[src/rtl/core/pli_pkg.sv]
// ----------------------------------------------------------------------------
// Piecewise linear interpolator package
// Shared constants, request/response payload types and sequencer states.
// ----------------------------------------------------------------------------
`default_nettype none

package pli_pkg;

	localparam int MaxKnots = 256;
	localparam int IdxW     = $clog2(MaxKnots);
	localparam int CountW   = 9;
	localparam int DataW    = 32;
	localparam int FracW    = 16;

	localparam logic CmdWrite = 1'b0;
	localparam logic CmdQuery = 1'b1;

	typedef struct packed {
		logic                    cmd;
		logic [7:0]              knot_index;
		logic signed [DataW-1:0] coord;
		logic signed [DataW-1:0] knot_value;
		logic                    restart;
	} req_t;

	typedef struct packed {
		logic signed [DataW-1:0] value_out;
		logic                    out_of_range;
	} rsp_t;

	typedef enum logic [6:0] {
		ST_IDLE  = 7'b0000001,
		ST_READ  = 7'b0000010,
		ST_CHECK = 7'b0000100,
		ST_DIV   = 7'b0001000,
		ST_MUL   = 7'b0010000,
		ST_SUM   = 7'b0100000,
		ST_RSP   = 7'b1000000
	} state_t;

endpackage

`default_nettype wire

[src/rtl/core/pli_div.sv]
// ----------------------------------------------------------------------------
// Fraction divider
// Restoring divider, one quotient bit per cycle: quo = floor(num * 2^16 / den)
// for num < den.
// ----------------------------------------------------------------------------
`default_nettype none

module pli_div (
	input  wire logic                        clk,
	input  wire logic                        arst_n,
	input  wire logic                        start,
	input  wire logic [pli_pkg::DataW-1:0]   num,
	input  wire logic [pli_pkg::DataW-1:0]   den,
	output logic                             busy,
	output logic      [pli_pkg::FracW-1:0]   quo
);

	localparam int CntW = $clog2(pli_pkg::FracW + 1);

	logic [pli_pkg::DataW-1:0] rem_q;
	logic [pli_pkg::DataW-1:0] den_q;
	logic [pli_pkg::FracW-1:0] quo_q;
	logic [CntW-1:0]           cnt_q;
	logic                      busy_q;
	logic [pli_pkg::DataW:0]   rem_sh;
	logic [pli_pkg::DataW:0]   rem_sub;
	logic                      fits;

	always_comb begin
		rem_sh  = {rem_q, 1'b0};
		rem_sub = rem_sh - {1'b0, den_q};
		fits    = rem_sh >= {1'b0, den_q};
	end

	always_ff @(posedge clk or negedge arst_n) begin
		if (!arst_n) begin
			busy_q <= 1'b0;
			cnt_q  <= '0;
		end else if (start) begin
			busy_q <= 1'b1;
			cnt_q  <= CntW'(pli_pkg::FracW);
		end else if (busy_q) begin
			cnt_q <= cnt_q - 1'b1;
			if (cnt_q == CntW'(1)) begin
				busy_q <= 1'b0;
			end
		end
	end

	always_ff @(posedge clk) begin
		if (start) begin
			rem_q <= num;
			den_q <= den;
			quo_q <= '0;
		end else if (busy_q) begin
			rem_q <= fits ? rem_sub[pli_pkg::DataW-1:0] : rem_sh[pli_pkg::DataW-1:0];
			quo_q <= {quo_q[pli_pkg::FracW-2:0], fits};
		end
	end

	assign busy = busy_q;
	assign quo  = quo_q;

endmodule

`default_nettype wire

[config.mk]
export PLATFORM = sky130hd
export DESIGN_NAME = pli_div
export DESIGN_NICKNAME = d
export VERILOG_FILES = /design/src/rtl/core/pli_pkg.sv /design/src/rtl/core/pli_div.sv
export SDC_FILE = /design/constraint.sdc
export NUM_CORES = 1
export LEC_CHECK = 0
export ABC_CLOCK_PERIOD_IN_PS = 3700
export BUFFER_PORTS_ARGS = -buffer_cell sky130_fd_sc_hd__buf_4
export CELL_PAD_IN_SITES_DETAIL_PLACEMENT = 1
export CELL_PAD_IN_SITES_GLOBAL_PLACEMENT = 1
export CORE_MARGIN = 2
export CORE_UTILIZATION = 40
export CTS_BUF_LIST = sky130_fd_sc_hd__clkbuf_4 sky130_fd_sc_hd__clkbuf_8 sky130_fd_sc_hd__clkbuf_16
export CTS_CLUSTER_DIAMETER = 200
export DETAILED_ROUTE_END_ITERATION = 16
export PLACE_DENSITY_LB_ADDON = 0.1
export SLEW_MARGIN = 20
export SYNTH_ARGS = -nofsm -noshare
export SYNTH_HDL_FRONTEND = slang
export SYNTH_SLANG_ARGS = --single-unit
[constraint.sdc]
create_clock -name clk -period 3.7 [get_ports clk]
set_input_delay 0.37 -clock clk [delete_from_list [all_inputs] [get_ports clk]]
set_output_delay 0.37 -clock clk [all_outputs]
set_load 0.01 [all_outputs]
==> report_table.html <==
<table>
<tr><th>Metric</th><th>Value</th></tr>
<tr><th colspan="2">Status</th></tr>
<tr><td>Result of the run</td><td>finished, final reports clean</td></tr>
<tr><th colspan="2">Timing</th></tr>
<tr><td>Maximum clock skew at final layout</td><td>approximately 10 ps</td></tr>
<tr><td>Relative slew margins</td><td>0.576</td></tr>
<tr><td>Hold Worst Slack</td><td>185 ps</td></tr>
<tr><td>Setup repair after global routing missed its margin</td><td>no</td></tr>
<tr><td>Post-Route Setup TNS</td><td>0 ps</td></tr>
<tr><td>Final critical path time including I/O delays and setup</td><td>between 3000 and 4000 ps</td></tr>
<tr><td>Achievable clock frequency</td><td>0.293 GHz</td></tr>
<tr><td>Setup-failing EPs final</td><td>0</td></tr>
<tr><td>Tightest Pin Transition</td><td>~640 ps</td></tr>
<tr><td>Number of max-slew violations in the final report</td><td>0</td></tr>
<tr><td>Final cycle utilization of the critical path</td><td>0.922</td></tr>
<tr><td>Number of failing hold endpoints at the final stage</td><td>0</td></tr>
<tr><th colspan="2">Min path</th></tr>
<tr><td>Worst min-delay path category</td><td>in2reg</td></tr>
<tr><th colspan="2">Synthesis</th></tr>
<tr><td>Register area share after synthesis</td><td>0.442</td></tr>
<tr><td>Synth top area share</td><td>0.355</td></tr>
<tr><td>Area of the mapped netlist</td><td>5410 um2</td></tr>
<tr><td>Asr flop ratio synth</td><td>0.0698</td></tr>
<tr><td>Post-Synthesis Mean Instance Area</td><td>9.34 um2</td></tr>
<tr><td>Total nets after synthesis</td><td>681</td></tr>
<tr><td>Cell types with the largest area share after synthesis</td><td>sky130_fd_sc_hd__edfxtp_1, sky130_fd_sc_hd__ha_1, sky130_fd_sc_hd__dfxtp_1, sky130_fd_sc_hd__nor2_1, sky130_fd_sc_hd__nand2_1</td></tr>
<tr><td>Library cell with the largest summed area after synthesis</td><td>sky130_fd_sc_hd__edfxtp_1</td></tr>
<tr><td>Number of standard cells after synthesis</td><td>579</td></tr>
<tr><td>EDFF count, synth</td><td>between 60 and 70</td></tr>
<tr><td>Most numerous cell in the Yosys netlist</td><td>sky130_fd_sc_hd__nor2_1</td></tr>
<tr><td>Synth top cells by count</td><td>sky130_fd_sc_hd__nor2_1, sky130_fd_sc_hd__nand2_1, sky130_fd_sc_hd__edfxtp_1</td></tr>
<tr><td>Main synth FF type</td><td>sky130_fd_sc_hd__edfxtp_1</td></tr>
<tr><td>Flops &amp; latches, synth</td><td>86</td></tr>
<tr><td>Yosys warnings</td><td>0</td></tr>
<tr><td>Post-synthesis cell type count</td><td>61</td></tr>
<tr><th colspan="2">Global routing</th></tr>
<tr><td>Vias in the first global route</td><td>between 4000 and 5000</td></tr>
<tr><td>Global-route usage over all layers</td><td>0.204</td></tr>
<tr><td>Initial antenna violation count</td><td>0</td></tr>
<tr><td>Largest net degree at the start of global routing</td><td>38</td></tr>
<tr><td>Global-route congestion overflow total</td><td>0</td></tr>
<tr><td>Global-route wire length before repair</td><td>around 23000 um</td></tr>
<tr><th colspan="2">Finish</th></tr>
<tr><td>Antenna diode count</td><td>0</td></tr>
<tr><td>FF/Latch Area</td><td>2390 um2</td></tr>
<tr><td>Share of final-layout standard cells stronger than drive strength 1</td><td>0.184</td></tr>
<tr><td>Net count, final</td><td>around 760</td></tr>
<tr><td>Fillers</td><td>1536</td></tr>
<tr><td>Area of the multi-input gates</td><td>2710 um2</td></tr>
<tr><td>Summed area of non-filler cells in the final layout</td><td>6540 um2</td></tr>
<tr><td>Synth-to-Final Area Change</td><td>20.9%</td></tr>
<tr><th colspan="2">Power</th></tr>
<tr><td>Power Density</td><td>800 nW/um2</td></tr>
<tr><td>Logic gate share of total power</td><td>0.534</td></tr>
<tr><td>Internal power</td><td>~3 mW</td></tr>
<tr><td>Leakage Power</td><td>2.98 nW</td></tr>
<tr><td>Share of power burned in registers</td><td>0.284</td></tr>
<tr><td>Switching power</td><td>around 2.2 mW</td></tr>
<tr><td>Worst IR Drop VDD</td><td>0.297 mV</td></tr>
<tr><td>Total design power</td><td>about 5.2 mW</td></tr>
<tr><td>Clock network fraction of design power</td><td>0.182</td></tr>
<tr><td>Switching share of total power</td><td>0.422</td></tr>
<tr><th colspan="2">Floorplan</th></tr>
<tr><td>Width of the die</td><td>~120 um</td></tr>
<tr><td>Number of rows in the core area</td><td>42</td></tr>
<tr><td>Starting density of the core</td><td>0.408</td></tr>
<tr><td>Floorplan die area</td><td>roughly 14000 um2</td></tr>
<tr><td>Core region area</td><td>13200 um2</td></tr>
<tr><td>Top-level I/O count</td><td>84</td></tr>
<tr><td>Height of the die</td><td>120 um</td></tr>
<tr><th colspan="2">Placement</th></tr>
<tr><td>Final GP Congestion</td><td>0.939</td></tr>
<tr><td>Port-buffer cells</td><td>83</td></tr>
<tr><td>Total half-perimeter wirelength after legalization and detailed placement</td><td>10600 um</td></tr>
<tr><td>Post-Place Cell Area</td><td>between 6000 and 7000 um2</td></tr>
<tr><th colspan="2">Worst setup path</th></tr>
<tr><td>Slowest cell on the critical path</td><td>sky130_fd_sc_hd__or4_1</td></tr>
<tr><td>Family of cells with the greatest summed delay on the critical path</td><td>compound AO/OA/AOI/OAI gates</td></tr>
<tr><td>Sort of element at the end of the critical path</td><td>register</td></tr>
<tr><td>Biggest fanout along the worst timing path</td><td>16</td></tr>
<tr><td>CP Data Required Time</td><td>3920 ps</td></tr>
<tr><td>Worst Setup Start Kind</td><td>register</td></tr>
<tr><td>Critical path, cell by cell</td><td>ha_1 &gt; nand4_2 &gt; or4_1 &gt; a31o_1 &gt; a21oi_2 &gt; o21ai_2 &gt; o311a_4 &gt; nor2_1 &gt; a221o_1</td></tr>
<tr><td>Path type of the worst setup path</td><td>reg2reg</td></tr>
<tr><td>Arrival @ worst endpoint</td><td>~3600 ps</td></tr>
<tr><td>Critical path's largest stage delay</td><td>520 ps</td></tr>
<tr><td>Buffers &amp; Inverters on Critical Path</td><td>0</td></tr>
<tr><th colspan="2">Detailed routing</th></tr>
<tr><td>Routed wire length</td><td>14300 um</td></tr>
<tr><td>Detail-routed net length per standard cell</td><td>17.1 um</td></tr>
<tr><td>DRC</td><td>0</td></tr>
<tr><td>Vias per cell</td><td>between 5 and 6</td></tr>
<tr><td>Antenna Violating Nets Remaining</td><td>0</td></tr>
<tr><td>Number of optimization iterations in the first detailed-route pass</td><td>4</td></tr>
<tr><td>Count of vias placed by the detailed router</td><td>4523</td></tr>
<tr><td>Number of DRC violations after detailed-routing iteration 0</td><td>~200</td></tr>
<tr><th colspan="2">Clocking</th></tr>
<tr><td>Clock Tree Buf Depth</td><td>2</td></tr>
<tr><td>Clk slew on worst S/H paths</td><td>70 ps</td></tr>
<tr><td>TritonCTS clock tree</td><td>built</td></tr>
<tr><td>Clock buffers created by TritonCTS</td><td>9</td></tr>
<tr><td>Clock Root Buffer</td><td>sky130_fd_sc_hd__clkbuf_16</td></tr>
<tr><td>Setup fix buffers added after clock tree synthesis</td><td>0</td></tr>
<tr><td>Number of sinks driven by the clock tree</td><td>86</td></tr>
<tr><td>Total number of H-tree levels</td><td>3</td></tr>
<tr><td>Clock latency reported for the late side of the worst-skew pair</td><td>360 ps</td></tr>
<tr><th colspan="2">Flow run</th></tr>
<tr><td>Max-cap violations</td><td>0</td></tr>
</table>
-- cells by family after synthesis --
group	after synthesis	share of synthesized area
flops	86	0.442
simple gates	190	0.155
xor+xnor	27	0.0437
buf+inv	75	0.0560
compound gates	146	0.183
fa+ha+maj	35	0.0824
mux	20	0.0375
-- registers in the layout, summed over array words and instances, names as in the netlist --
register / cells
den_q: 32
rem_q: 32
quo: 16
cnt_q: 5
busy: 1
-- cell type report --
type / count / share of cell area
clock inverter: 5 / 0.00708
clock buffer: 11 / 0.0404
tap: 176 / 0.0337
inverter: 44 / 0.0253
timing repair buffer: 98 / 0.113
multi-input combinational: 418 / 0.415
sequential: 86 / 0.366
-- power groups by stage --
stage | sequential, mW | clock, mW | combinational [mW]
global route | 1.52 | 1.01 | 3.10
floorplan | 1.46 | 0 | 2.06
finish | 1.48 | 0.950 | 2.79
CTS | 1.49 | 0.983 | 2.79
global placement | 1.50 | 0 | 2.71
detailed placement | 1.51 | 0 | 2.76
-- final timing paths --
kind / endpoint / start / slack (ps) / cells past startpoint
max in group asynchronous: cnt_q[4] / arst_n / 3210 / 2
hold reg to reg: quo[15] / quo[15] / 520 / 2
min in group asynchronous: cnt_q[2] / arst_n / 370 / 2
setup reg to reg: rem_q[26] / rem_q[8] / 290 / 9
setup / recovery: rem_q[26] / rem_q[8] / 290 / 9
hold / removal: den_q[24] / den[24] / 190 / 1
-- worst reg2reg max path: stages (launching register included) --
cell and delay, ps:
sky130_fd_sc_hd__edfxtp_1 390, sky130_fd_sc_hd__ha_1 440, sky130_fd_sc_hd__nand4_2 170, sky130_fd_sc_hd__or4_1 520, sky130_fd_sc_hd__a31o_1 260, sky130_fd_sc_hd__a21oi_2 180
sky130_fd_sc_hd__o21ai_2 150, sky130_fd_sc_hd__o311a_4 520, sky130_fd_sc_hd__nor2_1 430, sky130_fd_sc_hd__a221o_1 230
-- placed cells by master, fill, tap and decap left out, types with 2 or more instances in the layout --
cell and instances:
sky130_fd_sc_hd__buf_4 97, sky130_fd_sc_hd__nor2_1 69, sky130_fd_sc_hd__nand2_1 66, sky130_fd_sc_hd__edfxtp_1 64
sky130_fd_sc_hd__inv_1 44, sky130_fd_sc_hd__ha_1 34, sky130_fd_sc_hd__a21oi_1 33, sky130_fd_sc_hd__o21ai_0 25
sky130_fd_sc_hd__a31oi_1 23, sky130_fd_sc_hd__a21o_1 20, sky130_fd_sc_hd__xnor2_1 18, sky130_fd_sc_hd__mux2i_1 18
sky130_fd_sc_hd__dfxtp_1 16, sky130_fd_sc_hd__nand3_1 13, sky130_fd_sc_hd__nand4_1 11, sky130_fd_sc_hd__clkbuf_16 10
sky130_fd_sc_hd__xor2_1 9, sky130_fd_sc_hd__nand2b_1 7, sky130_fd_sc_hd__nor3_1 7, sky130_fd_sc_hd__a211oi_1 7
sky130_fd_sc_hd__and3_1 6, sky130_fd_sc_hd__dfrtp_1 6, sky130_fd_sc_hd__o211ai_1 4, sky130_fd_sc_hd__a221o_1 4
sky130_fd_sc_hd__o31ai_1 3, sky130_fd_sc_hd__or3_1 3, sky130_fd_sc_hd__inv_6 3, sky130_fd_sc_hd__o21ai_1 2
sky130_fd_sc_hd__o22ai_1 2, sky130_fd_sc_hd__o21a_1 2, sky130_fd_sc_hd__o211a_1 2, sky130_fd_sc_hd__o31a_1 2
sky130_fd_sc_hd__mux2_2 2
-- per-layer routing --
layer	wire [um]	up-vias	global-route usage
met1	6550	2183	0.264
met5	0	-	0
met4	192	0	0.0618
met3	722	12	0.0425
li1	-	2239	-
met2	6830	89	0.343
-- metrics by stage --
stage          setup WS (ps)  instances   util
6_report                 288        838  0.494
5_1_grt                 72.3        838  0.494
3_5_place_dp             330        821  0.469
2_1_floorplan            612        579      -
4_1_cts                  286        838  0.494
3_3_place_gp             451        821  0.469
-- what timing repair did --
action                                 4_1_cts  5_1_grt
hold buffers                                 1        0
gates resized for setup                      0        0
endpoints found under the hold margin        6        0
Note: power is estimated with default switching activity, not from simulation.
